`config.mk`:
```
export PLATFORM = sky130hd
export DESIGN_NAME = ssu_ram
export DESIGN_NICKNAME = d
export VERILOG_FILES = /design/src/sv/ssu_ram.sv
export SDC_FILE = /design/constraint.sdc
export NUM_CORES = 1
export LEC_CHECK = 0
export BUFFER_PORTS_ARGS = -buffer_cell sky130_fd_sc_hd__buf_2
export CAP_MARGIN = 20
export CORE_UTILIZATION = 30
export CTS_CLUSTER_DIAMETER = 30
export DETAILED_ROUTE_END_ITERATION = 16
export GPL_ROUTABILITY_DRIVEN = 0
export HOLD_SLACK_MARGIN = 0.12
export SLEW_MARGIN = 0
export SYNTH_ARGS = -nofsm -noshare
export SYNTH_HDL_FRONTEND = slang
export SYNTH_SLANG_ARGS = --single-unit
```
`constraint.sdc`:
```
create_clock -name clk -period 1.8 [get_ports clk]
set_clock_uncertainty 0.15 [all_clocks]
set_input_delay 0.09 -clock clk [delete_from_list [all_inputs] [get_ports clk]]
set_output_delay 0.09 -clock clk [all_outputs]
set_load 0.03 [all_outputs]
```
`src/sv/ssu_ram.sv`:
```
// ----------------------------------------------------------------------------
// ssu_ram
// Generic simple dual-port RAM, one write and one registered read port.
// ----------------------------------------------------------------------------
module ssu_ram #(
	parameter int WIDTH = 8,
	parameter int DEPTH = 16
) (
	input  logic                     clk,
	input  logic                     we,
	input  logic [$clog2(DEPTH)-1:0] waddr,
	input  logic [WIDTH-1:0]         wdata,
	input  logic                     re,
	input  logic [$clog2(DEPTH)-1:0] raddr,
	output logic [WIDTH-1:0]         rdata
);

	logic [WIDTH-1:0] mem [DEPTH];

	always_ff @(posedge clk) begin
		if (we) begin
			mem[waddr] <= wdata;
		end
		if (re) begin
			rdata <= mem[raddr];
		end
	end

endmodule

```
==> impl_metrics.py <==
metrics = {
    "timing": {
        "rsz0062_at_grt": "no",
        "hold_viol": 0,
        "fmaxAchievable_mhz": 567.4,
        "period_share": 0.9791,
        "layout_min_cycle_time_ns": 1.762,
        "worstMarginPinSlew_ns": 0.3961,
        "finalMaxSlewViolations": 0,
        "relSlewSlack": 0.7349,
        "hold_ws_ns": 0.1655,
        "setup_violations": 0,
    },
    "power": {
        "p_per_area_mw_per_mm2": 1096,
        "p_leak_uw": 0.002181,
        "switching_share": 0.2068,
        "p_clk_frac": 0.437,
        "p_int_uw": 5616,
        "ir_drop_mv": 0.5548,
        "power.switching_uw": 1464,
        "p_comb_frac": 0.056,
        "power_frac_seq": 0.507,
    },
    "synth": {
        "yosys.area.top_type": "edfxtp_1",
        "synthCells": 229,
        "synth-simple-area-share": 0.03135,
        "seq_area_frac_synth": 0.7812,
        "syn_area_mm2": 0.005228,
        "synthMostInstantiatedCell": "edfxtp_1",
        "synth_area_leaders": "edfxtp_1, mux4_2, mux4_1, a22oi_1, nor2_1",
        "synth_mux_area_frac": 0.1479,
        "synth_edf_count": 136,
        "synth-compound-area-share": 0.02298,
        "syn_nets": 248,
        "synth-xor-area-share": 0,
        "synth_top_family_by_area": "multiplexers",
        "synth_fa_ha_area_frac": 0,
        "yosys-top-cells-count": "edfxtp_1, mux4_2, a22oi_1, mux4_1, nor2_1",
        "synth_top_area_share": 0.7812,
        "yosysWarningCount": 0,
        "ys_types": 18,
        "syn_area_per_cell_um2": 22.83,
        "ys_ff_latch": 136,
        "yosys_most_used_dff": "edfxtp_1",
        "synth-async-reset-ratio": 0,
    },
    "global_routing": {
        "overflow": 0,
        "grt_max_degree": 24,
        "antenna_found_initial": 0,
        "grt_pass1_vias": 2645,
        "track_usage": 0.1254,
        "grt_first_pass_wirelength_mm": 15.81,
    },
    "die": {
        "ios": 27,
        "die-area_mm2": 0.01796,
        "core_area_mm2": 0.01682,
        "initial_core_util": 0.3108,
        "fp.dieH_um": 134.0,
        "die-width_um": 134.0,
        "std_cell_rows": 47,
    },
    "clock_tree": {
        "tritoncts": "done",
        "post_cts_resized": 0,
        "clockBufferDepth": 2,
        "cts_sinks": 136,
        "cts-root-buf": "clkbuf_16",
        "postCtsSetupBuffers": 0,
        "clock_latency_ns": 0.41,
        "h-tree-depth": 4,
        "cts_made_buffers": 17,
        "clkSlewWorstSetupHoldPaths_ns": 0.06,
    },
    "placement": {
        "portBuffers": 26,
        "dp_hpwl_mm": 6.744,
    },
    "setup_path": {
        "arrival_ns": 1.71,
        "worst-r2r-setup-slack_ns": 0.11,
        "cp.required_ns": 1.75,
        "r2r_end": "rdata[7]",
        "regToRegStartpoint": "mem[7][7]",
        "critical_path_class": "primary input to flip-flop",
        "cp-endpoint": "mem[8][3]",
        "startpoint": "waddr[1]",
        "critPathLaunchType": "primary input",
        "cp_max_fo": 8,
        "worst_r2r_path_depth": 4,
        "critPathCaptureType": "flip-flop",
    },
    "finish": {
        "syn_to_final_growth_pct": 23.60,
        "layout.nets": 324,
        "antenna_cells": 0,
        "drive_gt1_frac": 0.3239,
        "final_core_util": 0.3842,
    },
    "detailed_routing": {
        "dr.pass1.iters": 4,
        "vias": 2521,
        "drt_iter0_markers": 201,
        "ant_nets": 0,
        "viasPerCell": 4.686,
        "wire_per_inst_um": 19.09,
        "drc": 0,
        "wl_mm": 10.27,
    },
    "run": {
        "maxCapViolCount": 0,
    },
    "worst_hold_path": {
        "hp-class": "primary input to flip-flop",
    },
    "outcome": {
        "run_status": "finished, final reports clean",
    },
}
-- power by group through the flow --
| stage | Sequential [uW] | Clock [uW] | Combinational (uW) |
|---|---|---|---|
| 2_1_floorplan | 3680 | 0 | 180 |
| 3_3_place_gp | 3650 | 0 | 377 |
| 3_5_place_dp | 3650 | 0 | 381 |
| 4_1_cts | 3590 | 3170 | 402 |
| 5_1_grt | 3590 | 3310 | 426 |
| 6_report | 3590 | 3100 | 394 |
-- kinds of logic (layout without fill, tap and decap cells) --
logic type | Yosys count | after routing
multiplexers | 32 | 32
AO/OA/AOI/OAI | 16 | 16
AND/OR/NAND/NOR | 35 | 35
flip-flops | 136 | 136
buffers and inverters | 10 | 99
-- layout make-up --
cell class | count | area, um^2
clock buffers | 18 | 429.2
clock inverters | 14 | 110.1
fillers | 1535 | 10360
multi-input cells | 83 | 1057
flip-flops and latches | 136 | 4084
well taps | 220 | 275.3
repair buffers | 67 | 505.5
-- metrics by stage --
stage / total power (uW) / cells / worst slack [ns] / setup TNS [ns] / cell area, um^2
floorplan: 3859 / 229 / 0.06713 / 0 / 5228
global placement: 4028 / 494 / -0.02561 / -0.02610 / 5802
detailed placement: 4036 / 494 / -0.03875 / -0.03875 / 5802
CTS: 7159 / 538 / 0.06903 / 0 / 6461
global route: 7329 / 538 / 0.002049 / 0 / 6461
finish: 7080 / 538 / 0.03759 / 0 / 6461
-- per-layer routing --
layer	up-vias	GRT usage	wire length, um
met5	-	0	0
met4	0	0.04924	91
met3	8	0.03515	579
met2	83	0.1972	5043
met1	1297	0.1646	4554
li1	1133	-	-
-- cells in the final DEF (no fill, tap or decap) --
| master | netlist | routed |
|---|---|---|
| edfxtp_1 | 136 | 136 |
| buf_2 | 3 | 26 |
| buf_4 | 1 | 26 |
| mux4_2 | 18 | 18 |
| clkbuf_16 | 0 | 17 |
| a22oi_1 | 16 | 16 |
| mux4_1 | 14 | 14 |
| nor2_1 | 13 | 13 |
| dlygate4sd3_1 | 0 | 12 |
| nand2_1 | 9 | 9 |
| clkinv_2 | 0 | 5 |
| nor3_1 | 4 | 4 |
| clkinvlp_4 | 0 | 4 |
| buf_12 | 0 | 3 |
| nand3b_1 | 2 | 2 |
| nand2b_1 | 2 | 2 |
| clkinv_1 | 0 | 2 |
| clkinv_4 | 0 | 2 |
| nor2b_1 | 1 | 1 |
| and2_1 | 1 | 1 |
| and2b_1 | 1 | 1 |
| nand3_1 | 1 | 1 |
| or3b_2 | 1 | 1 |
| clkbuf_1 | 0 | 1 |
| bufinv_16 | 0 | 1 |
-- worst max-delay path: stages --
cell and delay (ns):
dlygate4sd3_1 0.53, buf_2 0.15, nor3_1 0.19, dlygate4sd3_1 0.57, buf_4 0.19
-- state kept, by name, indices dropped and copies added, names as in the netlist --
name	count
mem	128
rdata	8
-- how the worst min path moves through the flow --
stage / slack [ns] / to / cells after the start / from
after global placement: 0.32 / mem[12][2] / 1 / wdata[2]
final: 0.17 / rdata[4] / 4 / raddr[3]
after CTS: 0.15 / rdata[4] / 4 / raddr[3]
after floorplan: 0.04 / mem[0][0] / 0 / wdata[0]
after global routing: 0.21 / mem[2][2] / 4 / waddr[3]
after detailed placement: 0.33 / rdata[7] / 1 / re
-- repair_timing --
| item | 4_1_cts | 5_1_grt |
|---|---|---|
| hold buffers | 12 | 0 |
| hold endpoints to repair | 168 | 0 |
| endpoints found under the setup margin | 0 | 0 |
Power figures use the tool's default switching activity.
