### src/sv/ssu_pkg.sv
// ----------------------------------------------------------------------------
// ssu_pkg
// Shared constants, codes and types of the scoped symbol stack unit.
// ----------------------------------------------------------------------------
package ssu_pkg;

	localparam int STORE_DEPTH = 1024;
	localparam int ADDR_BITS   = $clog2(STORE_DEPTH);
	localparam int CNT_BITS    = ADDR_BITS + 1;
	localparam int KEY_BITS    = 32;
	localparam int VALUE_BITS  = 32;
	// data word must also hold a scope base index
	localparam int WORD_BITS   = (KEY_BITS > VALUE_BITS) ? KEY_BITS : VALUE_BITS;
	localparam int MEM_BITS    = WORD_BITS + 1;   // stash mark on top
	localparam int CMD_BITS    = 3;
	localparam int DEPTH_BITS  = 10;
	localparam int STAT_BITS   = 2;

	typedef enum logic [CMD_BITS-1:0] {
		CMD_CLEAR   = 3'd0,
		CMD_PUSH    = 3'd1,
		CMD_POP     = 3'd2,
		CMD_STASH   = 3'd3,
		CMD_UNSTASH = 3'd4,
		CMD_DEFINE  = 3'd5,
		CMD_LOOKUP  = 3'd6
	} cmd_t;

	typedef enum logic [STAT_BITS-1:0] {
		ST_OK       = 2'd0,
		ST_FULL     = 2'd1,
		ST_NOTFOUND = 2'd2,
		ST_MISUSE   = 2'd3
	} status_t;

	typedef enum logic [3:0] {
		S_IDLE,
		S_WR2,
		S_POP_RD,
		S_UNS_MARK,
		S_UNS_BASE,
		S_LK_CHECK,
		S_LK_WORD,
		S_LK_LINK,
		S_LK_BASE,
		S_LK_VAL,
		S_DONE
	} state_t;

	typedef struct packed {
		status_t               status;
		logic [VALUE_BITS-1:0] found;
		logic [CNT_BITS-1:0]   used;
	} rsp_t;

	typedef struct packed {
		logic                 we;
		logic [ADDR_BITS-1:0] waddr;
		logic [MEM_BITS-1:0]  wdata;
		logic                 re;
		logic [ADDR_BITS-1:0] raddr;
	} mem_req_t;

endpackage

### src/sv/ssu_out_reg.sv
// ----------------------------------------------------------------------------
// ssu_out_reg
// Result holding register; frees the sequencer while the receiver stalls.
// ----------------------------------------------------------------------------
module ssu_out_reg (
	input  logic              clk,
	input  logic              arst_n,
	input  logic              load,
	input  ssu_pkg::rsp_t     rsp_in,
	output logic              slot_free,
	output logic              rsp_valid,
	input  logic              rsp_ready,
	output ssu_pkg::rsp_t     rsp_out
);
	import ssu_pkg::*;

	logic valid_q;
	rsp_t data_q;

	assign slot_free = !valid_q || rsp_ready;
	assign rsp_valid = valid_q;
	assign rsp_out   = data_q;

	always_ff @(posedge clk or negedge arst_n) begin
		if (!arst_n) begin
			valid_q <= 1'b0;
		end else if (load) begin
			valid_q <= 1'b1;
		end else if (rsp_ready) begin
			valid_q <= 1'b0;
		end
	end

	always_ff @(posedge clk) begin
		if (load) begin
			data_q <= rsp_in;
		end
	end

endmodule

### config.mk
export PLATFORM = sky130hd
export DESIGN_NAME = ssu_out_reg
export DESIGN_NICKNAME = d
export VERILOG_FILES = /design/src/sv/ssu_pkg.sv /design/src/sv/ssu_out_reg.sv
export SDC_FILE = /design/constraint.sdc
export NUM_CORES = 1
export LEC_CHECK = 0
export ABC_AREA = 1
export BUFFER_PORTS_ARGS = -buffer_cell sky130_fd_sc_hd__buf_2
export CELL_PAD_IN_SITES_DETAIL_PLACEMENT = 0
export CELL_PAD_IN_SITES_GLOBAL_PLACEMENT = 1
export CORE_MARGIN = 3
export CORE_UTILIZATION = 31
export CTS_CLUSTER_DIAMETER = 150
export CTS_CLUSTER_SIZE = 40
export DETAILED_ROUTE_END_ITERATION = 6
export GPL_TIMING_DRIVEN = 0
export PLACE_DENSITY_LB_ADDON = 0.1
export SYNTH_ARGS = -nofsm -noshare
export SYNTH_HDL_FRONTEND = slang
export SYNTH_SLANG_ARGS = --single-unit
export TNS_END_PERCENT = 50
### constraint.sdc
create_clock -name clk -period 0.95 [get_ports clk]
set_clock_uncertainty 0.2 [all_clocks]
set_input_delay 0.095 -clock clk [delete_from_list [all_inputs] [get_ports clk]]
set_output_delay 0.095 -clock clk [all_outputs]
set_load 0.02 [all_outputs]
==> results of run 1 <==
## sequential cells by signal (all words and copies together) (netlist names)
name and cells:
rsp_valid 1, rsp_out 45
## worst paths after layout
| check | slack (ns) | end | startpoint | depth (start not counted) |
|---|---|---|---|---|
| max | -0.24 | slot_free | rsp_valid$_DFFE_PN0P_ | 2 |
| min | -0.02 | rsp_valid$_DFFE_PN0P_ | arst_n | 3 |
| max reg2reg | -0.08 | rsp_valid$_DFFE_PN0P_ | rsp_valid$_DFFE_PN0P_ | 4 |
| min reg2reg | 0.55 | rsp_valid$_DFFE_PN0P_ | rsp_valid$_DFFE_PN0P_ | 4 |
| max in group asynchronous | 0.48 | rsp_valid$_DFFE_PN0P_ | arst_n | 3 |
| min in group clk | 0.05 | rsp_valid$_DFFE_PN0P_ | rsp_ready | 6 |
## per-stage QoR
| step | setup slack (ns) | hold slack [ns] | instances | total power (W) | util [%] |
|---|---|---|---|---|---|
| after floorplan | 0.00445 | -0.401 | 50 | 0.00271 | - |
| after global placement | -0.468 | -0.330 | 195 | 0.00298 | 46.4 |
| after detailed placement | -0.532 | -0.329 | 195 | 0.00299 | 46.4 |
| after CTS | -0.253 | -0.0706 | 251 | 0.00425 | 60.0 |
| after global routing | -0.308 | -0.0188 | 252 | 0.00450 | 62.9 |
| final | -0.241 | -0.0245 | 252 | 0.00429 | 62.9 |
## synth_stat cells (all sizes together)
cell	number	area (um^2)
edfxtp	45	1350
inv	2	7.51
nand2	2	12.5
dfrtp	1	25.0
## area by class of cell
| cell class | instances | share of cell area [%] |
|---|---|---|
| clock inverters | 2 | 0.334 |
| multi-input cells | 2 | 0.477 |
| clock buffers | 6 | 2.76 |
| flip-flops and latches | 46 | 52.5 |
| repair buffers | 144 | 41.3 |
| well taps | 50 | 2.38 |
| inverters | 2 | 0.286 |
## worst min-delay path: stages
cell	delay, ns
dlygate4sd3_1	0.51
buf_2	0.09
buf_2	0.09
## power breakdown
group	internal [W]	total, W	switching [W]
clock	0.000506	0.00110	0.000594
sequential	0.00240	0.00246	0.0000513
combinational	0.000381	0.000737	0.000356
total	0.00329	0.00429	0.00100
## cell families (layout without fill, tap and decap cells)
family / after synthesis / count (layout)
DFF: 46 / 46
and+or+nand+nor: 2 / 2
buffers and inverters: 2 / 154
## cell usage in the layout (no fill, tap or decap)
master / instances
nand2_2: 2
dfrtp_2: 1
buf_2: 75
edfxtp_1: 45
dlygate4sd3_1: 46
clkbuf_1: 1
clkinv_2: 1
buf_6: 20
clkinv_1: 1
inv_1: 2
buf_4: 3
clkbuf_8: 5
## what timing repair did
action	4_1_cts	5_1_grt
pin swaps	1	1
setup endpoints to repair	93	49
buffers inserted	1	1
resized for setup	3	39
hold endpoints to repair	47	1
## per-layer routing
metal  vias up  part of all wire (%)  GRT usage (%)  wire (um)
met4         0                     0           1.84          0
met3         0                    10           6.47        348
li1        495                     -              -          -
met2        60                    55           24.0       1850
met1       472                    34           12.9       1150
met5         -                     0              0          0
==> impl_metrics.env, run 1 <==
export IMPL_grt_pass1_vias=1096
export IMPL_grt_overflow_total=0
export IMPL_drt_iter0_drc=75
export IMPL_fill_cells=307
export IMPL_insertedDiodeCount=0
export IMPL_syn_nets=99
export IMPL_hold_class="primary input to async pin"
export IMPL_crit_type="flip-flop to output port"
export IMPL_synth_xor_area_share_pct=0
export IMPL_rsz0062_at_grt="yes"
export IMPL_grt_max_degree=47
export IMPL_p_leak_nw=1.13
export IMPL_cts_root_buffer="clkbuf_8"
export IMPL_core_mm2=0.00417
export IMPL_die_y_um=73.1
export IMPL_postCtsHoldBufs=47
export IMPL_cp_num_buf_inv=1
export IMPL_dieArea_mm2=0.00535
export IMPL_dr_pass1_iters=5
export IMPL_die_w_um=73.1
export IMPL_relSlewSlack_pct=61.6
export IMPL_finalSetupTns_ns=-7.70
export IMPL_numPortBuffers=95
export IMPL_remaining_drc_errors=0
export IMPL_synth_cells=50
export IMPL_max_stage_delay_ns=0.42
export IMPL_synth_adder_area_share_pct=0
export IMPL_ant_nets=0
export IMPL_status="finished, violations left"
export IMPL_slowest_stage="dfrtp_2"
export IMPL_yosys_area_share_simple_pct=0.896
export IMPL_multi_input_area_um2=12.5
export IMPL_cts_buffers=5
export IMPL_drv_slew=0
export IMPL_fin_nets=250
export IMPL_cts_num_sinks=46
export IMPL_place_area_mm2=0.00194
export IMPL_clk_pin_slew_ns=0.08
export IMPL_synth_top_family_by_area="simple AND/OR/NAND/NOR gates"
export IMPL_ioPinCount=96
export IMPL_timing_final_ws_setup_ns=-0.241
export IMPL_start_kind="flip-flop"
export IMPL_grt_pass1_wl_mm=5.11
export IMPL_initial_utilization_pct=33.5
export IMPL_setup_violations=48
export IMPL_tightest_slew_ns=0.576
export IMPL_drv_cap=0
export IMPL_ff_latch_area_mm2=0.00138
export IMPL_violations="hold timing, setup timing"
export IMPL_crit_arrival_ns=0.90
export IMPL_clock_latency_ns=0.28
export IMPL_ctsHtreeMaxLevel=2
export IMPL_ys_seq_area_share_pct=98.6
export IMPL_layout_drive_gt1_share_pct=53.0
export IMPL_hold_ws_ns=-0.0245
export IMPL_final_cell_area_mm2=0.00263
export IMPL_yosys_cell_types_count=4
export IMPL_cts_tree="yes"
export IMPL_clock_tree_buffer_depth=2
export IMPL_cp_end_kind="output port"
export IMPL_synth_area_mm2=0.00140
export IMPL_worstPathRequired_ns=0.65
export IMPL_row_count=23
export IMPL_antenna_found_initial=0
export IMPL_syn_avg_cell_area_um2=27.9
export IMPL_wl_mm=3.34
export IMPL_worstPathMaxFanout=2
export IMPL_crit_family="flip-flops"
export IMPL_fmaxAchievable_ghz=0.840
export IMPL_via_per_inst=4.08
export IMPL_fin_crit_sh_pct=125
export IMPL_via_count=1027
export IMPL_ys_seq_elements=46
export IMPL_peakVddDrop_uv=886
export IMPL_period_needed_ns=1.19
export IMPL_syn2layout_area_growth_pct=88.0
export IMPL_p_per_area_mw_per_mm2=1640
export IMPL_crit_chain="nand2_2 > buf_6"
export IMPL_grt_usage_pct=12.9
export IMPL_synth_compound_area_share_pct=0
export IMPL_muxShareOfSynthArea_pct=0
export IMPL_globalplace_congestion=0.636
export IMPL_finalHoldViolations=1
export IMPL_ys_warn_count=0
export IMPL_wl_per_cell_um=13.3
(Power assumes the default switching activity.)
==> run 2, diff against run 1 <==
Settings changed: ABC_AREA 1 to not set, CORE_UTILIZATION 31 to 32.
==> run 2 against run 1 <==
The run ends with setup timing left. Synthesized area rose by 0.18%. Combinational power is 2% higher. Die area fell by 2.7%. Core utilization up 2.2 points. Worst hold slack gained 0.073 ns. Routed wire length shrank 0.63%. Power rose by 7.2%. Sequential share of layout area shrank 1.1 points. Final area up 2.0%. Clock-buffer cell count decreased by 1. Non-clock buffer count unchanged. Clock power increased by 26%. Largest cell class unchanged. Largest power group unchanged.
==> impl_metrics.env, run 2 <==
export IMPL_setup_violations=48
export IMPL_place_area_mm2=0.00194
export IMPL_die_w_um=72.1
export IMPL_multi_input_area_um2=22.5
export IMPL_dieArea_mm2=0.00520
export IMPL_drv_slew=0
export IMPL_ys_seq_area_share_pct=98.4
export IMPL_antenna_found_initial=0
export IMPL_p_per_area_mw_per_mm2=1720
export IMPL_violations="setup timing"
export IMPL_via_count=1030
export IMPL_start_kind="flip-flop"
export IMPL_wl_met3_um=377
export IMPL_ioPinCount=96
export IMPL_cts_num_sinks=46
export IMPL_wl_met2_mm=1.72
export IMPL_cp_end_kind="output port"
export IMPL_fmaxAchievable_ghz=0.838
export IMPL_finalHoldViolations=0
export IMPL_syn_nets=97
export IMPL_syn_avg_cell_area_um2=29.1
export IMPL_max_stage_delay_ns=0.42
export IMPL_largest_register_ffs=45
export IMPL_fin_nets=248
export IMPL_ys_warn_count=0
export IMPL_synth_common_cells="edfxtp_1, dfrtp_1, nand2b_2, nand2b_4"
export IMPL_synth_area_mm2=0.00140
export IMPL_peakVddDrop_uv=899
export IMPL_core_mm2=0.00412
export IMPL_ant_nets=0
export IMPL_numPortBuffers=95
export IMPL_syn2layout_area_growth_pct=91.5
export IMPL_finalSetupTns_ns=-7.91
export IMPL_slowest_stage="dfrtp_2"
export IMPL_fill_cells=312
export IMPL_remaining_drc_errors=0
export IMPL_grt_overflow_total=0
export IMPL_hold_class="primary input to flip-flop"
export IMPL_crit_arrival_ns=0.90
export IMPL_synthArstFlopShare_pct=2.17
export IMPL_insertedDiodeCount=0
export IMPL_grt_pass1_wl_mm=5.15
export IMPL_tightest_slew_ns=0.550
export IMPL_fin_crit_sh_pct=126
export IMPL_top_layer="met4"
export IMPL_final_cell_area_mm2=0.00268
export IMPL_yosys_top_cells_area="edfxtp_1, dfrtp_1, nand2b_4, nand2b_2"
export IMPL_synthFlopType="edfxtp_1"
export IMPL_wl_per_cell_um=13.3
export IMPL_timing_final_ws_setup_ns=-0.243
export IMPL_final_cell_mix="buf_2, dlygate4sd3_1, edfxtp_1"
export IMPL_cts_root_buffer="clkbuf_8"
export IMPL_cts_tree="yes"
export IMPL_grt_max_degree=47
export IMPL_crit_type="flip-flop to output port"
export IMPL_worstPathMaxFanout=2
export IMPL_layout_drive_gt1_share_pct=54.0
export IMPL_row_count=23
export IMPL_cts_buffers=5
export IMPL_yosys_area_top_type="edfxtp_1"
export IMPL_initial_utilization_pct=34.0
export IMPL_period_needed_ns=1.19
export IMPL_ff_latch_area_mm2=0.00138
export IMPL_rsz0062_at_grt="yes"
export IMPL_drt_iter0_drc=78
export IMPL_synth_edf_count=45
export IMPL_yosys_cell_types_count=4
export IMPL_relSlewSlack_pct=63.3
export IMPL_ctsHtreeMaxLevel=2
export IMPL_status="finished, violations left"
export IMPL_wl_met1_mm=1.20
export IMPL_wl_mm=3.32
export IMPL_die_y_um=72.1
export IMPL_grt_pass1_vias=1087
export IMPL_clock_tree_buffer_depth=2
export IMPL_clock_latency_ns=0.29
export IMPL_grt_usage_pct=12.9
export IMPL_ys_seq_elements=46
export IMPL_dr_pass1_iters=4
export IMPL_clk_pin_slew_ns=0.08
export IMPL_p_leak_nw=1.15
export IMPL_synth_top_area_share_pct=96.6
export IMPL_final_common_cell="buf_2"
export IMPL_yosysMostFrequentCell="edfxtp_1"
export IMPL_synth_cells=48
export IMPL_drv_cap=0
export IMPL_worstPathRequired_ns=0.65
export IMPL_crit_chain="nand2b_4 > buf_6"
export IMPL_via_per_inst=4.12
export IMPL_globalplace_congestion=0.655
## run 2: changes by cell type in the layout (fill, tap and decap cells not counted), moves of 2 or more
cell	before	now
buf_2	75	71
buf_6	20	23
inv_1	2	0
nand2_2	2	0
## run 2: area by class of cell
type	count	share of cell area, %
flip-flops and latches	46	51.4
clock inverters	3	1.49
well taps	50	2.34
clock buffers	5	2.57
repair buffers	144	41.3
multi-input cells	2	0.841
## run 2: power breakdown
part / leakage (nW) / internal (W) / switching (W) / total (W)
combinational: 0.640 / 0.000398 / 0.000356 / 0.000753
clock: 0.0579 / 0.000774 / 0.000616 / 0.00139
sequential: 0.450 / 0.00240 / 0.0000543 / 0.00246
total: 1.15 / 0.00358 / 0.00103 / 0.00460
## run 2: kinds of logic (layout without fill, tap and decap cells)
| kind of cell | Yosys count | in the layout | share of synthesized area, % |
|---|---|---|---|
| flip-flops | 46 | 46 | 98.4 |
| AND/OR/NAND/NOR | 2 | 2 | 1.61 |
| buffers and inverters | 0 | 152 | 0 |
## run 2: stage by stage
stage	setup slack (ns)	util (%)	power (W)	hold slack, ns	cells
after global placement	-0.486	47.1	0.00299	-0.330	193
after detailed placement	-0.515	47.1	0.00300	-0.330	193
after floorplan	0.00915	-	0.00272	-0.401	48
after global routing	-0.284	65.1	0.00479	0.0590	250
after CTS	-0.260	63.2	0.00461	-0.0481	249
final	-0.243	65.1	0.00460	0.0480	250
## run 2: per-layer routing
layer	up-vias	GRT usage, %
li1	490	-
met1	476	14.5
met2	61	23.3
met3	3	5.26
met4	0	2.51
met5	-	0
## run 2: what timing repair did
action | CTS | global route
hold buffers | 47 | 0
endpoints found under the setup margin | 93 | 48
setup buffers | 1 | 1
hold endpoints to repair | 47 | 0
gates resized for setup | 25 | 22
## run 2: worst paths after layout
path / from / endpoint / slack, ns / cells past startpoint
worst max-delay path: rsp_valid$_DFFE_PN0P_ / slot_free / -0.24 / 2
min in group asynchronous: arst_n / rsp_valid$_DFFE_PN0P_ / 0.45 / 3
worst min-delay path: rsp_ready / rsp_valid$_DFFE_PN0P_ / 0.05 / 5
worst min register to register: rsp_valid$_DFFE_PN0P_ / rsp_valid$_DFFE_PN0P_ / 0.55 / 4
max in group asynchronous: arst_n / rsp_valid$_DFFE_PN0P_ / 0 / 3
worst max register to register: rsp_valid$_DFFE_PN0P_ / rsp_valid$_DFFE_PN0P_ / -0.09 / 4
## run 2: worst max-delay path, delay by kind of cell, from the launching register on
kind                   cells  cell delay [ns]
DFF                        1             0.42
buffers and inverters      1             0.11
and+or+nand+nor            1             0.08
