File: src/sv/ssu_pkg.sv
// ----------------------------------------------------------------------------
// ssu_pkg
// Shared constants, codes and types of the scoped symbol stack unit.
// ----------------------------------------------------------------------------
package ssu_pkg;

	localparam int STORE_DEPTH = 1024;
	localparam int ADDR_BITS   = $clog2(STORE_DEPTH);
	localparam int CNT_BITS    = ADDR_BITS + 1;
	localparam int KEY_BITS    = 32;
	localparam int VALUE_BITS  = 32;
	// data word must also hold a scope base index
	localparam int WORD_BITS   = (KEY_BITS > VALUE_BITS) ? KEY_BITS : VALUE_BITS;
	localparam int MEM_BITS    = WORD_BITS + 1;   // stash mark on top
	localparam int CMD_BITS    = 3;
	localparam int DEPTH_BITS  = 10;
	localparam int STAT_BITS   = 2;

	typedef enum logic [CMD_BITS-1:0] {
		CMD_CLEAR   = 3'd0,
		CMD_PUSH    = 3'd1,
		CMD_POP     = 3'd2,
		CMD_STASH   = 3'd3,
		CMD_UNSTASH = 3'd4,
		CMD_DEFINE  = 3'd5,
		CMD_LOOKUP  = 3'd6
	} cmd_t;

	typedef enum logic [STAT_BITS-1:0] {
		ST_OK       = 2'd0,
		ST_FULL     = 2'd1,
		ST_NOTFOUND = 2'd2,
		ST_MISUSE   = 2'd3
	} status_t;

	typedef enum logic [3:0] {
		S_IDLE,
		S_WR2,
		S_POP_RD,
		S_UNS_MARK,
		S_UNS_BASE,
		S_LK_CHECK,
		S_LK_WORD,
		S_LK_LINK,
		S_LK_BASE,
		S_LK_VAL,
		S_DONE
	} state_t;

	typedef struct packed {
		status_t               status;
		logic [VALUE_BITS-1:0] found;
		logic [CNT_BITS-1:0]   used;
	} rsp_t;

	typedef struct packed {
		logic                 we;
		logic [ADDR_BITS-1:0] waddr;
		logic [MEM_BITS-1:0]  wdata;
		logic                 re;
		logic [ADDR_BITS-1:0] raddr;
	} mem_req_t;

endpackage

File: src/sv/ssu_ctrl.sv
// ----------------------------------------------------------------------------
// ssu_ctrl
// Command sequencer: checks, store writes and the lookup walk.
// ----------------------------------------------------------------------------
module ssu_ctrl (
	input  logic                             clk,
	input  logic                             arst_n,
	input  logic                             cmd_valid,
	output logic                             cmd_ready,
	input  logic [ssu_pkg::CMD_BITS-1:0]     command,
	input  logic [ssu_pkg::KEY_BITS-1:0]     key,
	input  logic [ssu_pkg::VALUE_BITS-1:0]   bind_value,
	input  logic [ssu_pkg::DEPTH_BITS-1:0]   max_depth,
	output ssu_pkg::mem_req_t                mem_req,
	input  logic [ssu_pkg::MEM_BITS-1:0]     mem_rdata,
	input  logic                             slot_free,
	output logic                             rsp_load,
	output ssu_pkg::rsp_t                    rsp
);
	import ssu_pkg::*;

	state_t                state_q, state_d;
	cmd_t                  cmd_q, cmd_d;
	logic [KEY_BITS-1:0]   key_q, key_d;
	logic [DEPTH_BITS-1:0] depth_q, depth_d;
	logic [CNT_BITS-1:0]   used_q, used_d;
	logic [ADDR_BITS-1:0]  base_q, base_d;
	logic [CNT_BITS-1:0]   i_q, i_d;
	logic [WORD_BITS-1:0]  b_q, b_d;
	logic                  bnd_q, bnd_d;
	status_t               status_q, status_d;
	logic [VALUE_BITS-1:0] found_q, found_d;

	logic                  accept;
	cmd_t                  cmd_in;
	logic [CNT_BITS-1:0]   used_m1, used_m2, i_m1;
	logic                  rd_mark;
	logic [WORD_BITS-1:0]  rd_word;
	logic                  full1, full2, pop_bad, unst_bad, lk_end, i_bnd;
	logic                  key_hit, link_bad;

	assign cmd_ready = (state_q == S_IDLE);
	assign accept    = cmd_valid && cmd_ready;
	assign cmd_in    = cmd_t'(command);
	assign used_m1   = used_q - CNT_BITS'(1);
	assign used_m2   = used_q - CNT_BITS'(2);
	assign i_m1      = i_q - CNT_BITS'(1);
	assign rd_mark   = mem_rdata[MEM_BITS-1];
	assign rd_word   = mem_rdata[WORD_BITS-1:0];

	assign full1    = (used_q == CNT_BITS'(STORE_DEPTH));
	assign full2    = (used_q > CNT_BITS'(STORE_DEPTH - 2));
	assign pop_bad  = (used_q == '0) || ({1'b0, base_q} >= used_q);
	assign unst_bad = (used_q < CNT_BITS'(2));
	assign lk_end   = (i_q <= CNT_BITS'(2));
	assign i_bnd    = (WORD_BITS'(i_m1) == b_q);
	assign key_hit  = !rd_mark && (rd_word == WORD_BITS'(key_q));
	assign link_bad = (rd_word >= WORD_BITS'(i_q));

	assign rsp_load = (state_q == S_DONE) && slot_free;
	assign rsp      = '{status: status_q, found: found_q, used: used_q};

	// next state
	always_comb begin
		state_d = state_q;
		case (state_q)
			S_IDLE: begin
				if (accept) begin
					state_d = S_DONE;
					case (cmd_in)
						CMD_POP:     if (!pop_bad) state_d = S_POP_RD;
						CMD_STASH,
						CMD_DEFINE:  if (!full2) state_d = S_WR2;
						CMD_UNSTASH: if (!unst_bad) state_d = S_UNS_MARK;
						CMD_LOOKUP:  state_d = S_LK_CHECK;
						default:     state_d = S_DONE;
					endcase
				end
			end
			S_WR2:      state_d = S_DONE;
			S_POP_RD:   state_d = S_DONE;
			S_UNS_MARK: state_d = rd_mark ? S_UNS_BASE : S_DONE;
			S_UNS_BASE: state_d = S_DONE;
			S_LK_CHECK: begin
				if (lk_end || (i_bnd && depth_q == '0)) begin
					state_d = S_DONE;
				end else begin
					state_d = S_LK_WORD;
				end
			end
			S_LK_WORD: begin
				if (bnd_q) begin
					state_d = rd_mark ? S_LK_LINK : S_LK_CHECK;
				end else begin
					state_d = key_hit ? S_LK_VAL : S_LK_CHECK;
				end
			end
			S_LK_LINK:  state_d = link_bad ? S_DONE : S_LK_BASE;
			S_LK_BASE:  state_d = S_LK_CHECK;
			S_LK_VAL:   state_d = S_DONE;
			S_DONE:     if (slot_free) state_d = S_IDLE;
			default:    state_d = S_IDLE;
		endcase
	end

	// store requests and register updates
	always_comb begin
		mem_req  = '0;
		cmd_d    = cmd_q;
		key_d    = key_q;
		depth_d  = depth_q;
		used_d   = used_q;
		base_d   = base_q;
		i_d      = i_q;
		b_d      = b_q;
		bnd_d    = bnd_q;
		status_d = status_q;
		found_d  = found_q;
		case (state_q)
			S_IDLE: begin
				if (accept) begin
					cmd_d    = cmd_in;
					key_d    = key;
					depth_d  = max_depth;
					status_d = ST_OK;
					found_d  = '0;
					i_d      = used_q;
					b_d      = WORD_BITS'(base_q);
					case (cmd_in)
						CMD_CLEAR: begin
							used_d = '0;
							base_d = '0;
						end
						CMD_PUSH: begin
							if (full1) begin
								status_d = ST_FULL;
							end else begin
								mem_req.we    = 1'b1;
								mem_req.waddr = used_q[ADDR_BITS-1:0];
								mem_req.wdata = {1'b0, WORD_BITS'(base_q)};
								base_d        = used_q[ADDR_BITS-1:0];
								used_d        = used_q + CNT_BITS'(1);
							end
						end
						CMD_POP: begin
							if (pop_bad) begin
								status_d = ST_MISUSE;
							end else begin
								mem_req.re    = 1'b1;
								mem_req.raddr = base_q;
							end
						end
						CMD_STASH: begin
							if (full2) begin
								status_d = ST_FULL;
							end else begin
								mem_req.we    = 1'b1;
								mem_req.waddr = used_q[ADDR_BITS-1:0];
								mem_req.wdata = {1'b0, WORD_BITS'(base_q)};
							end
						end
						CMD_UNSTASH: begin
							if (unst_bad) begin
								status_d = ST_MISUSE;
							end else begin
								mem_req.re    = 1'b1;
								mem_req.raddr = used_m1[ADDR_BITS-1:0];
							end
						end
						CMD_DEFINE: begin
							if (full2) begin
								status_d = ST_FULL;
							end else begin
								mem_req.we    = 1'b1;
								mem_req.waddr = used_q[ADDR_BITS-1:0];
								mem_req.wdata = {1'b0, WORD_BITS'(bind_value)};
							end
						end
						CMD_LOOKUP: status_d = ST_OK;
						default:    status_d = ST_MISUSE;
					endcase
				end
			end
			S_WR2: begin
				mem_req.we    = 1'b1;
				mem_req.waddr = used_q[ADDR_BITS-1:0] + ADDR_BITS'(1);
				if (cmd_q == CMD_STASH) begin
					mem_req.wdata = {1'b1, WORD_BITS'(0)};
					base_d        = used_q[ADDR_BITS-1:0] + ADDR_BITS'(1);
				end else begin
					mem_req.wdata = {1'b0, WORD_BITS'(key_q)};
				end
				used_d = used_q + CNT_BITS'(2);
			end
			S_POP_RD: begin
				if (rd_mark) begin
					status_d = ST_MISUSE;
				end else begin
					used_d = {1'b0, base_q};
					base_d = rd_word[ADDR_BITS-1:0];
				end
			end
			S_UNS_MARK: begin
				if (!rd_mark) begin
					status_d = ST_MISUSE;
				end else begin
					mem_req.re    = 1'b1;
					mem_req.raddr = used_m2[ADDR_BITS-1:0];
				end
			end
			S_UNS_BASE: begin
				base_d = rd_word[ADDR_BITS-1:0];
				used_d = used_m2;
			end
			S_LK_CHECK: begin
				if (lk_end || (i_bnd && depth_q == '0)) begin
					status_d = ST_NOTFOUND;
				end else begin
					i_d           = i_m1;
					bnd_d         = i_bnd;
					mem_req.re    = 1'b1;
					mem_req.raddr = i_m1[ADDR_BITS-1:0];
					if (i_bnd) begin
						depth_d = depth_q - DEPTH_BITS'(1);
					end
				end
			end
			S_LK_WORD: begin
				if (bnd_q) begin
					if (rd_mark) begin
						mem_req.re    = 1'b1;
						mem_req.raddr = i_m1[ADDR_BITS-1:0];
					end else begin
						b_d = rd_word;   // boundary word holds parent base
					end
				end else if (key_hit) begin
					mem_req.re    = 1'b1;
					mem_req.raddr = i_m1[ADDR_BITS-1:0];
				end else begin
					i_d = i_m1;   // skip the value word
				end
			end
			S_LK_LINK: begin
				if (link_bad) begin
					status_d = ST_NOTFOUND;
				end else begin
					i_d           = rd_word[CNT_BITS-1:0];
					mem_req.re    = 1'b1;
					mem_req.raddr = rd_word[ADDR_BITS-1:0];
				end
			end
			S_LK_BASE: b_d = rd_word;
			S_LK_VAL: begin
				status_d = ST_OK;
				found_d  = rd_word[VALUE_BITS-1:0];
			end
			S_DONE:  ;
			default: ;
		endcase
	end

	always_ff @(posedge clk or negedge arst_n) begin
		if (!arst_n) begin
			state_q <= S_IDLE;
			used_q  <= '0;
			base_q  <= '0;
		end else begin
			state_q <= state_d;
			used_q  <= used_d;
			base_q  <= base_d;
		end
	end

	always_ff @(posedge clk) begin
		cmd_q    <= cmd_d;
		key_q    <= key_d;
		depth_q  <= depth_d;
		i_q      <= i_d;
		b_q      <= b_d;
		bnd_q    <= bnd_d;
		status_q <= status_d;
		found_q  <= found_d;
	end

endmodule

File: config.mk
export PLATFORM = sky130hd
export DESIGN_NAME = ssu_ctrl
export DESIGN_NICKNAME = d
export VERILOG_FILES = /design/src/sv/ssu_pkg.sv /design/src/sv/ssu_ctrl.sv
export SDC_FILE = /design/constraint.sdc
export NUM_CORES = 1
export LEC_CHECK = 0
export BUFFER_PORTS_ARGS = -buffer_cell sky130_fd_sc_hd__buf_2
export CAP_MARGIN = 5
export CELL_PAD_IN_SITES_DETAIL_PLACEMENT = 1
export CELL_PAD_IN_SITES_GLOBAL_PLACEMENT = 1
export CORE_AREA = 10 10 163 165
export CTS_BUF_LIST = sky130_fd_sc_hd__clkbuf_4 sky130_fd_sc_hd__clkbuf_8
export DETAILED_ROUTE_END_ITERATION = 16
export DIE_AREA = 0 0 173 175
export PLACE_DENSITY = 0.91
export REMOVE_ABC_BUFFERS = 1
export SLEW_MARGIN = 20
export SYNTH_ARGS = -nofsm -noshare
export SYNTH_HDL_FRONTEND = slang
export SYNTH_SLANG_ARGS = --single-unit
File: constraint.sdc
create_clock -name clk -period 5.1 [get_ports clk]
set_clock_uncertainty 0.2 [all_clocks]
set_input_delay 1.02 -clock clk [delete_from_list [all_inputs] [get_ports clk]]
set_output_delay 1.02 -clock clk [all_outputs]
set_load 0.01 [all_outputs]
==> metrics.txt, run 1 <==
Setup TNS 0 ns; final hold vios 0; Cell Pwr Density 546 mW/mm^2; Tot GR Track Use 26.0%; clk_lat worst skew 0.48 ns; RSZ-0062 raised after global routing false; Initial Utilization 42.4%; fin nets 1347; Max Fclk 205 MHz; Distinct cells, synth 83; Final Setup Violations 0; VDD IR max 280 uV; DR iter-0 viols 1201; worst path cell trace inv_1 > ha_1 > xor2_1 > xor2_1 > nor4_2 > nand3_1 > or4_4 > a21boi_1 > o21ai_0 > buf_2; via count 9689; Detail Route Antenna Nets 0; syn avg cell area 9.84 sq um; Die Area 0.0303 sq mm; pre-CTS setup slack 0.225 ns; Area Growth Syn to Fin 19.3%; Die Wd 173 um; Gate Count Post-Synth 1002; 1st-pass router iterations 8; ys flop type edfxtp_1; hpwl dp 31.0 mm; cts bufs inserted 17; Max Transition Viols Final 0; maxcap violations 0; crit-path max FO 4; Slew headroom 45.6%; WP data arrival 3.67 ns; final instance area 0.0118 sq mm; Syn Std Cell Area 0.00986 sq mm; CTS Sinks 148; Leak 0.00498 uW; Worst-Margin Slew 0.816 ns; gpl congestion 0.955; Synth async-reset ratio 16.9%; postcts setup bufs 0; yosys warns 0; Routed wire per std cell 26.6 um; vias in the first global route 9935; Crit path top cell by count xor2_1; sequential cell area fraction in the yosys report 43.8%; outcome finished clean; global-route wire length before repair 61.5 mm; CP max stage delay 0.56 ns; min cycle time layout 4.89 ns; crit end category output port; crit share post-route 95.8%; initial antenna violation count 2; Die Ht 175 um; critical path required time 3.88 ns; slowest CP cell or4_4; largest net degree at the start of global routing 43; CTS Root Cell clkbuf_8; H-tree levels 4; vias per cell 6.30; Port Buffers 215; Boundary Pins 216; Clock Path Buffers 2; crit start category register; post-layout util 50.5%; core area 0.0233 sq mm; Hold Path Class input pin to asynchronous set/reset pin; number of synthesized flops with an enable pin 123; Cell Area, Placed 0.0113 sq mm; CTS tree done; flops & latches, synth 148; Worst-path clk slew 0.10 ns; DR DRC count 0; layout cell share with drive strength beyond 1 28.1%; Hold Slack 0.397 ns; Setup Crit Path Kind register to output port; final-layout fill cell count 2708; Rows 56; grt ovf 0; overall routed net length 40.9 mm; final worst setup slack 0.213 ns
==> repair_timing <==
item	CTS	global route
hold buffers	0	0
resized for setup	0	3
endpoints found under the setup margin	0	3
==> placed cells by master (no fill, tap or decap), types with 19 or more instances in the layout <==
cell / count
dfrtp_1: 25
nor3_1: 21
buf_4: 32
edfxtp_1: 123
mux2_2: 19
xor2_1: 40
inv_1: 46
nand3_1: 20
nor4_1: 23
a21oi_1: 49
a22o_1: 23
xnor2_1: 26
ha_1: 30
and3_1: 38
nor2_1: 68
nand2_1: 71
o21ai_0: 68
buf_2: 215
and2_1: 28
==> through the flow <==
stage | total power, uW | std cells
floorplan | 4070 | 937
CTS | 6340 | 1535
global placement | 5180 | 1503
detailed placement | 5360 | 1503
global route | 6750 | 1536
finish | 6420 | 1537
==> power breakdown <==
| part | internal (uW) | total (uW) | switching, uW |
|---|---|---|---|
| clock network | 378 | 979 | 601 |
| logic | 1130 | 3120 | 1990 |
| registers | 1870 | 2320 | 458 |
==> worst max-delay path, delay by kind of cell (launching register included) <==
kind / cells / cell delay [ns]
and+or+nand+nor: 3 / 1.13
AOI/OAI and AO/OA: 2 / 0.47
DFF: 1 / 0.49
xor gates and xnor gates: 2 / 0.47
buffers and inverters: 2 / 0.40
adders and majority gates: 1 / 0.22
==> synthesized netlist by cell type (all sizes together) (21+ instances only) <==
master	number	share of area, %
a21oi	51	2.6
a22o	23	2.0
and2	28	1.8
and3	38	2.4
clkbuf	45	1.7
dfrtp	25	6.3
edfxtp	123	37
ha	30	3.8
inv	48	1.8
nand2	74	2.9
nand3	21	1.1
nor2	75	3.1
nor3	23	1.2
nor4	34	2.8
o21ai	74	3.9
xnor2	26	2.3
xor2	40	3.6
==> path summary, 6_finish.rpt <==
check,startpoint,end,slack [ns],cells past startpoint
worst max-delay path,i_q[1],mem_req[0],0.21,10
worst min-delay path,arst_n,used_q[10],0.40,1
worst max register to register,state_q[2],base_q[6],1.33,6
worst min register to register,depth_q[0],depth_q[0],0.47,1
max in group asynchronous,arst_n,state_q[0],3.82,1
min in group clk,depth_q[0],depth_q[0],0.47,1
==> metal layers <==
layer / part of all wire (%) / routed length, um / GRT usage [%]
met4: 3.8 / 1550 / 10.6
met2: 49 / 20000 / 43.9
met1: 39 / 15900 / 31.9
met3: 8.6 / 3500 / 5.07
met5: 0 / 0 / 0
==> state kept, by name, summed over array words and instances, names as in the netlist <==
| register | count |
|---|---|
| key_q | 32 |
| depth_q | 10 |
| found_q | 32 |
| base_q | 10 |
| state_q | 4 |
| b_q | 32 |
| i_q | 11 |
| used_q | 11 |
| cmd_q | 3 |
| status_q | 2 |
| bnd_q | 1 |
==> layout make-up <==
| cell class | instances | area (sq um) | area share (%) |
|---|---|---|---|
| Multi-Input combinational cell | 740 | 5120 | 43.5 |
| Sequential cell | 148 | 4320 | 36.7 |
| Timing Repair Buffer | 247 | 1320 | 11.2 |
| Tap cell | 319 | 399 | 3.39 |
| Clock buffer | 17 | 234 | 1.99 |
| Inverter | 49 | 184 | 1.56 |
| Clock inverter | 15 | 181 | 1.54 |
| Antenna cell | 2 | 5.00 | 0.0426 |
==> cell families after synthesis <==
kind of cell,after synthesis,synth area share [%]
AO/OA/AOI/OAI,274,19.1
XOR/XNOR,68,6.35
adder cells (fa/ha/maj),30,3.81
buffers and inverters,114,4.71
flip-flops,148,43.8
multiplexers,24,2.68
AND/OR/NAND/NOR,344,19.5
Power figures use the tool's default switching activity.
==> run 2: changes to the inputs <==
Settings changed: ABC_AREA set to 1, CORE_AREA 10 10 163 165 to 10 10 200 202, DIE_AREA 0 0 173 175 to 0 0 210 212, PLACE_DENSITY 0.91 to 0.69.
Clock period 5.1 ns to 6.3 ns, I/O delays scaled along.
==> run 2 against run 1 <==
Critical path depth grew 3. Utilization down 18 points. Non-clock buffer count fell by 20. Setup slack gained 0.83 ns. Combinational power decreased by 13%. Highest routed layer unchanged. Sequential cell count unchanged. Register-to-register slack gained 1.4 ns. Wire length increased by 5.8%. First-iteration DRC count shrank 26%. Design area grew 0.94%. Via count grew 1.6%.
==> metrics.txt, run 2 <==
ys flop type edfxtp_1 (unchanged); slowest CP cell nand4_1 (was or4_4); final worst setup slack 1.04 ns (was 0.213 ns); outcome finished clean (unchanged); Gate Count Post-Synth 1259 (was 1002); Max Transition Viols Final 0 (unchanged); Area Growth Syn to Fin 19.8% (was 19.3%); Initial Utilization 27.4% (was 42.4%); Synth area leaders edfxtp_1 37%, nand2_1 11%, nor2_1 6.9% (was edfxtp_1 37%, dfrtp_1 6.3%, ha_1 3.8%); fin nets 1613 (was 1347); reg2reg setup slack 2.78 ns (was 1.33 ns); postcts setup bufs 0 (unchanged); crit share post-route 83.4%; final hold vios 0 (unchanged); number of synthesized flops with an enable pin 123 (unchanged); most frequent cells in the layout 286 x nand2_1, 215 x buf_2, 181 x nor2_1 (was 215 x buf_2, 123 x edfxtp_1, 71 x nand2_1); hold depth 1; Distinct cells, synth 51 (was 83); Routed wire per std cell 22.1 um (was 26.6 um); Die Wd 210 um (was 173 um); Boundary Pins 216 (unchanged); sequential cell area fraction in the yosys report 43.6% (was 43.8%); gpl congestion 0.930 (was 0.955); hpwl dp 34.3 mm (was 31.0 mm); Worst R2R Start used_q[9] (was state_q[2]); Hold Path Class register to register (was input pin to asynchronous set/reset pin); Final Setup Violations 0 (unchanged); Rows 70 (was 56); vias in the first global route 10400 (was 9935); pre-CTS setup slack 1.28 ns (was 0.225 ns); worst path cell trace clkinv_1 > ha_1 > inv_1 > nor2_1 > and3_1 > a21oi_1 > nand4_1 > nor3_1 > o21ai_0 > nand2_1 > nor2_1 > nand2_1 > buf_2 (was inv_1 > ha_1 > xor2_1 > xor2_1 > nor4_2 > nand3_1 > or4_4 > a21boi_1 > o21ai_0 > buf_2); Setup Crit Path Kind register to output port (unchanged); flops & latches, synth 148 (unchanged); crit start category register (unchanged); RSZ-0062 raised after global routing false (unchanged); Detail Route Antenna Nets 0 (unchanged); Overall Power 5290 uW (was 6420 uW); WP data arrival 3.80 ns (was 3.67 ns); 1st-pass router iterations 5 (was 8); layout cell share with drive strength beyond 1 21.9% (was 28.1%); DR iter-0 viols 885 (was 1201); final-layout fill cell count 4479 (was 2708); syn avg cell area 7.87 sq um (was 9.84 sq um); Slew headroom 28.7% (was 45.6%); commonest non-fill, non-tap cell in the layout nand2_1 (was buf_2); largest net degree at the start of global routing 36 (was 43); global-route wire length before repair 64.5 mm (was 61.5 mm); multi-input logic area 0.00472 sq mm (was 0.00512 sq mm); CTS Root Cell clkbuf_8 (unchanged); Worst-Margin Slew 1.07 ns (was 0.816 ns); vias per cell 5.03 (was 6.30); yosys warns 0 (unchanged); DR DRC count 0 (unchanged); fin cells 1955 (was 1537); worst r2r path cells 13 (was 6); grt ovf 0 (unchanged); Cell Pwr Density 446 mW/mm^2 (was 546 mW/mm^2); Post-synth top cells 286 x nand2_1, 181 x nor2_1, 165 x inv_1 (was 123 x edfxtp_1, 71 x nand2_1, 70 x nor2_1); cts hold-fix bufs 0 (unchanged); cell accounting for the most synthesized area edfxtp_1 (unchanged); CTS Sinks 148 (unchanged); Regs by FF count b_q: 32 flops, found_q: 32 flops, key_q: 32 flops (unchanged); VDD IR max 161 uV (was 280 uV); final instance area 0.0119 sq mm (was 0.0118 sq mm); Port Buffers 215 (unchanged); cts bufs inserted 17 (unchanged); Max Fclk 190 MHz; capturing point of the worst reg2reg path state_q[3] (was base_q[6]); Leak 0.00545 uW (was 0.00498 uW); critical path required time 4.84 ns (was 3.88 ns); CTS resizes 0 (unchanged); Synth async-reset ratio 16.9% (unchanged); overall routed net length 43.3 mm (was 40.9 mm); Syn Std Cell Area 0.00990 sq mm (was 0.00986 sq mm); Clock Path Buffers 2 (unchanged); Worst-path clk slew 0.10 ns (about the same); H-tree levels 4 (unchanged); Tot GR Track Use 19.0% (was 26.0%); Cell Area, Placed 0.0115 sq mm (was 0.0113 sq mm); Yosys top cell area share 37.3% (was 37.5%); Die Ht 212 um (was 175 um); CTS tree done (unchanged); Sequential cell area 0.00432 sq mm (unchanged); Die Area 0.0445 sq mm (was 0.0303 sq mm); hold_sp depth_q[0]; maxcap violations 0 (unchanged); min cycle time layout 5.26 ns; clk_lat worst skew 0.49 ns (was 0.48 ns); Hold EP depth_q[0]; crit-path max FO 12 (was 4); count leader, synth nand2_1 (was edfxtp_1); Placed Cells 1918 (was 1503); core area 0.0361 sq mm (was 0.0233 sq mm); Setup TNS 0 ns (unchanged); via count 9841 (was 9689); initial antenna violation count 5 (was 2); CP max stage delay 0.54 ns (was 0.56 ns); crit end category output port (unchanged)
[run 2: final cells by class]
| class | count | area share, % |
|---|---|---|
| well taps | 468 | 4.93 |
| flip-flops and latches | 148 | 36.4 |
| clock buffers | 17 | 1.97 |
| inverters | 183 | 5.83 |
| clock inverters | 15 | 1.18 |
| repair buffers | 227 | 9.83 |
| multi-input cells | 892 | 39.8 |
| diodes | 5 | 0.105 |
[run 2: metal layers]
metal  track usage [%]  routed length (um)  up-vias  part of all wire [%]
li1                  -                   -     4654                     -
met1              22.8               18000     4797                    42
met2              32.5               21400      313                    50
met3              3.07                2170       77                   5.0
met4              9.28                1630        0                   3.8
met5                 0                   0        -                     0
[run 2: kinds of logic after synthesis]
family	share of synthesized area, %
adder cells (fa/ha/maj)	3.79
XOR/XNOR	2.39
AO/OA/AOI/OAI	14.1
AND/OR/NAND/NOR	27.3
buffers and inverters	8.87
flip-flops	43.6
[run 2: worst max path at each step]
| stage | start | endpoint | slack [ns] | cells past startpoint |
|---|---|---|---|---|
| 6_report | used_q[9] | mem_req[1] | 1.04 | 13 |
| 5_1_grt | used_q[9] | mem_req[3] | 0.79 | 15 |
| 4_1_cts | used_q[9] | mem_req[3] | 1.14 | 15 |
| 3_5_place_dp | command[2] | mem_req[45] | 1.28 | 9 |
| 3_3_place_gp | command[2] | mem_req[44] | 1.37 | 9 |
| 2_1_floorplan | state_q[2] | b_q[0] | 1.61 | 8 |
[run 2: worst max-delay path, delay by kind of cell (launching register included)]
| family | cells | cell delay (ns) |
|---|---|---|
| adders and majority gates | 1 | 0.45 |
| DFF | 1 | 0.51 |
| buffers and inverters | 3 | 0.65 |
| AOI/OAI and AO/OA | 2 | 0.27 |
| and+or+nand+nor | 7 | 1.41 |
[run 2: power breakdown]
| group | total, uW | internal [uW] | switching, uW |
|---|---|---|---|
| clock network | 754 | 291 | 464 |
| logic | 2730 | 780 | 1950 |
| registers | 1800 | 1540 | 264 |
[run 2: per-stage QoR]
| step | util [%] | hold WS (ns) |
|---|---|---|
| after CTS | 32.9 | 0.469 |
| final | 32.9 | 0.462 |
| after detailed placement | 31.8 | 0.448 |
| after global routing | 32.9 | 0.490 |
| after global placement | 31.8 | 0.420 |
| after floorplan | - | 0.352 |
==> run 3: changes to the inputs <==
Settings changed: PLACE_DENSITY 0.69 to 0.71.
Clock period 6.3 ns to 4.7 ns, I/O delays scaled along.
==> run 3 against run 2 <==
Wire length up 2.2%. Critical path depth up 1. Sequential share of layout area down 0.49 points. Non-clock buffer count up 15. Design area up 1.4%. Combinational power up 42%. Via count up 1.2%. Register-to-register slack worse by 1.6 ns. First-iteration DRC count down 8.9%. Die area unchanged. Worst hold slack worse by 0.17 ns. Sequential power up 34%. Highest routed layer unchanged.
==> metrics.txt, run 3 (synthesis results as in run 2) <==
DR DRC count 0 (unchanged); VDD IR max 271 uV (was 161 uV); hpwl dp 35.6 mm (was 34.3 mm); pre-CTS setup slack 0.470 ns (was 1.28 ns); fin cells 1968 (was 1955); clk_lat worst skew 0.48 ns (was 0.49 ns); Int Pwr 3700 uW (was 2610 uW); Die Area 0.0445 sq mm (unchanged); net switching power 3650 uW (was 2680 uW); crit start category register (unchanged); Max Fclk 226 MHz; Hold Path Class input pin to asynchronous set/reset pin (was register to register); global-route wire length before repair 65.3 mm (was 64.5 mm); cts hold-fix bufs 0 (unchanged); Setup Crit Path Kind register to output port (unchanged); Routed wire per std cell 22.5 um (was 22.1 um); Leak 0.00554 uW (was 0.00545 uW); Placed Cells 1929 (was 1918); fin nets 1628 (was 1613); Worst-path clk slew 0.09 ns (was 0.10 ns); Boundary Pins 216 (unchanged); most frequent cells in the layout 286 x nand2_1, 215 x buf_2, 181 x nor2_1 (unchanged); sequential share of power 32.8% (was 34.1%); Area Growth Syn to Fin 21.5% (was 19.8%); Worst setup startpoint used_q[3] (was used_q[9]); crit share post-route 93.9%; min cycle time layout 4.42 ns; H-tree levels 4 (unchanged); switch share 49.7% (was 50.7%); crit-path max FO 11 (was 12); CTS Sinks 148 (unchanged); Regs by FF count b_q: 32 flops, found_q: 32 flops, key_q: 32 flops (unchanged); vias in the first global route 10200 (was 10400); cts bufs inserted 17 (unchanged); final-layout fill cell count 4518 (was 4479); CTS tree done (unchanged); largest net degree at the start of global routing 36 (unchanged); Detail Route Antenna Nets 0 (unchanged); critical path required time 3.56 ns (was 4.84 ns); Port Buffers 215 (unchanged); met3 Use GR 2.58% (was 3.07%); outcome finished clean (unchanged); layout cell share with drive strength beyond 1 22.9% (was 21.9%); GR peak layer met2 (unchanged); Slew headroom 39.8% (was 28.7%); via count 9964 (was 9841); Worst R2R Start i_q[0] (was used_q[9]); final worst setup slack 0.285 ns (was 1.04 ns); gpl congestion 0.921 (was 0.930); Cell Pwr Density 611 mW/mm^2 (was 446 mW/mm^2); 1st-pass router iterations 5 (unchanged); grt ovf 0 (unchanged); Die Wd 210 um (unchanged); Tot GR Track Use 19.4% (was 19.0%); Hold Slack 0.291 ns (was 0.462 ns); Initial Utilization 27.4% (unchanged); CTS Root Cell clkbuf_8 (unchanged); Final Setup Violations 0 (unchanged); Die Ht 212 um (unchanged); grt met1 use 24.0% (was 22.8%); crit end category output port (unchanged); initial antenna violation count 3 (was 5); met2 usage 34.0% (was 32.5%); clock power share 14.7% (was 14.3%); Gate power share 52.6% (was 51.6%); maxcap violations 0 (unchanged); Rows 70 (unchanged); Worst-Margin Slew 0.900 ns (was 1.07 ns); DR iter-0 viols 806 (was 885); final hold vios 0 (unchanged); RSZ-0062 raised after global routing false (unchanged); Clock Path Buffers 2 (unchanged); core area 0.0361 sq mm (unchanged); overall routed net length 44.2 mm (was 43.3 mm); WP data arrival 3.28 ns (was 3.80 ns); vias per cell 5.06 (was 5.03); Max Transition Viols Final 0 (unchanged); Setup TNS 0 ns (unchanged); commonest non-fill, non-tap cell in the layout nand2_1 (unchanged)
==> run 3: cell count changes in the layout (fill, tap and decap cells not counted), sizes merged <==
cell,delta
buf,+15
bufinv,+2
clkbuf,+1
inv,-3
diode,-2
==> run 3: final timing paths <==
| kind | slack, ns | cells past startpoint | endpoint |
|---|---|---|---|
| max reg2reg | 1.21 | 13 | depth_q[9] |
| min | 0.29 | 1 | state_q[2] |
| min reg2reg | 0.43 | 2 | used_q[1] |
| min in group clk | 0.42 | 1 | key_q[8] |
| max in group asynchronous | 3.50 | 1 | used_q[1] |
| max | 0.28 | 14 | mem_req[8] |
==> run 3: what timing repair did <==
| item | 4_1_cts | 5_1_grt |
|---|---|---|
| setup buffers | 2 | 2 |
| resized for setup | 0 | 4 |
| endpoints found under the setup margin | 1 | 18 |
==> run 3: final cells by class <==
type,count,area [sq um],share of cell area [%]
clock inverters,14,169,1.40
inverters,183,696,5.78
repair buffers,242,1280,10.6
flip-flops and latches,148,4320,35.9
clock buffers,18,241,2.01
diodes,3,7.51,0.0624
multi-input cells,892,4730,39.3
well taps,468,586,4.87
==> run 3: critical path: stages (launching register included) <==
cell and delay, ns:
dfrtp_1 0.58, inv_4 0.16, ha_1 0.33, nand4_1 0.10, or3b_2 0.48, nand4_1 0.14
buf_4 0.21, nor2_1 0.05, nand2_1 0.06, nand2_1 0.04, nand2_1 0.05, o21ai_0 0.13
nor2_1 0.22, nand2_1 0.08, buf_2 0.14
==> run 3: metrics by stage <==
stage                     power, uW  instance area, sq um  util, %
after floorplan                4640                  9720        -
after global placement         6110                 11600     32.0
after detailed placement       6180                 11600     32.0
after CTS                      7320                 12000     33.2
after global routing           7850                 12000     33.3
final                          7350                 12000     33.3
==> run 3: power by group through the flow <==
stage               clock, uW  combinational (uW)  sequential, uW
floorplan                   0                2240            2400
CTS                      1090                3820            2400
global placement            0                3700            2420
finish                   1080                3870            2410
detailed placement          0                3750            2430
global route             1150                4250            2460
==> run 3: routing by layer <==
layer  vias up  wire (um)
li1       4696          -
met1      4907      18800
met2       310      22500
met3        51       1970
met4         0        949
met5         -          0
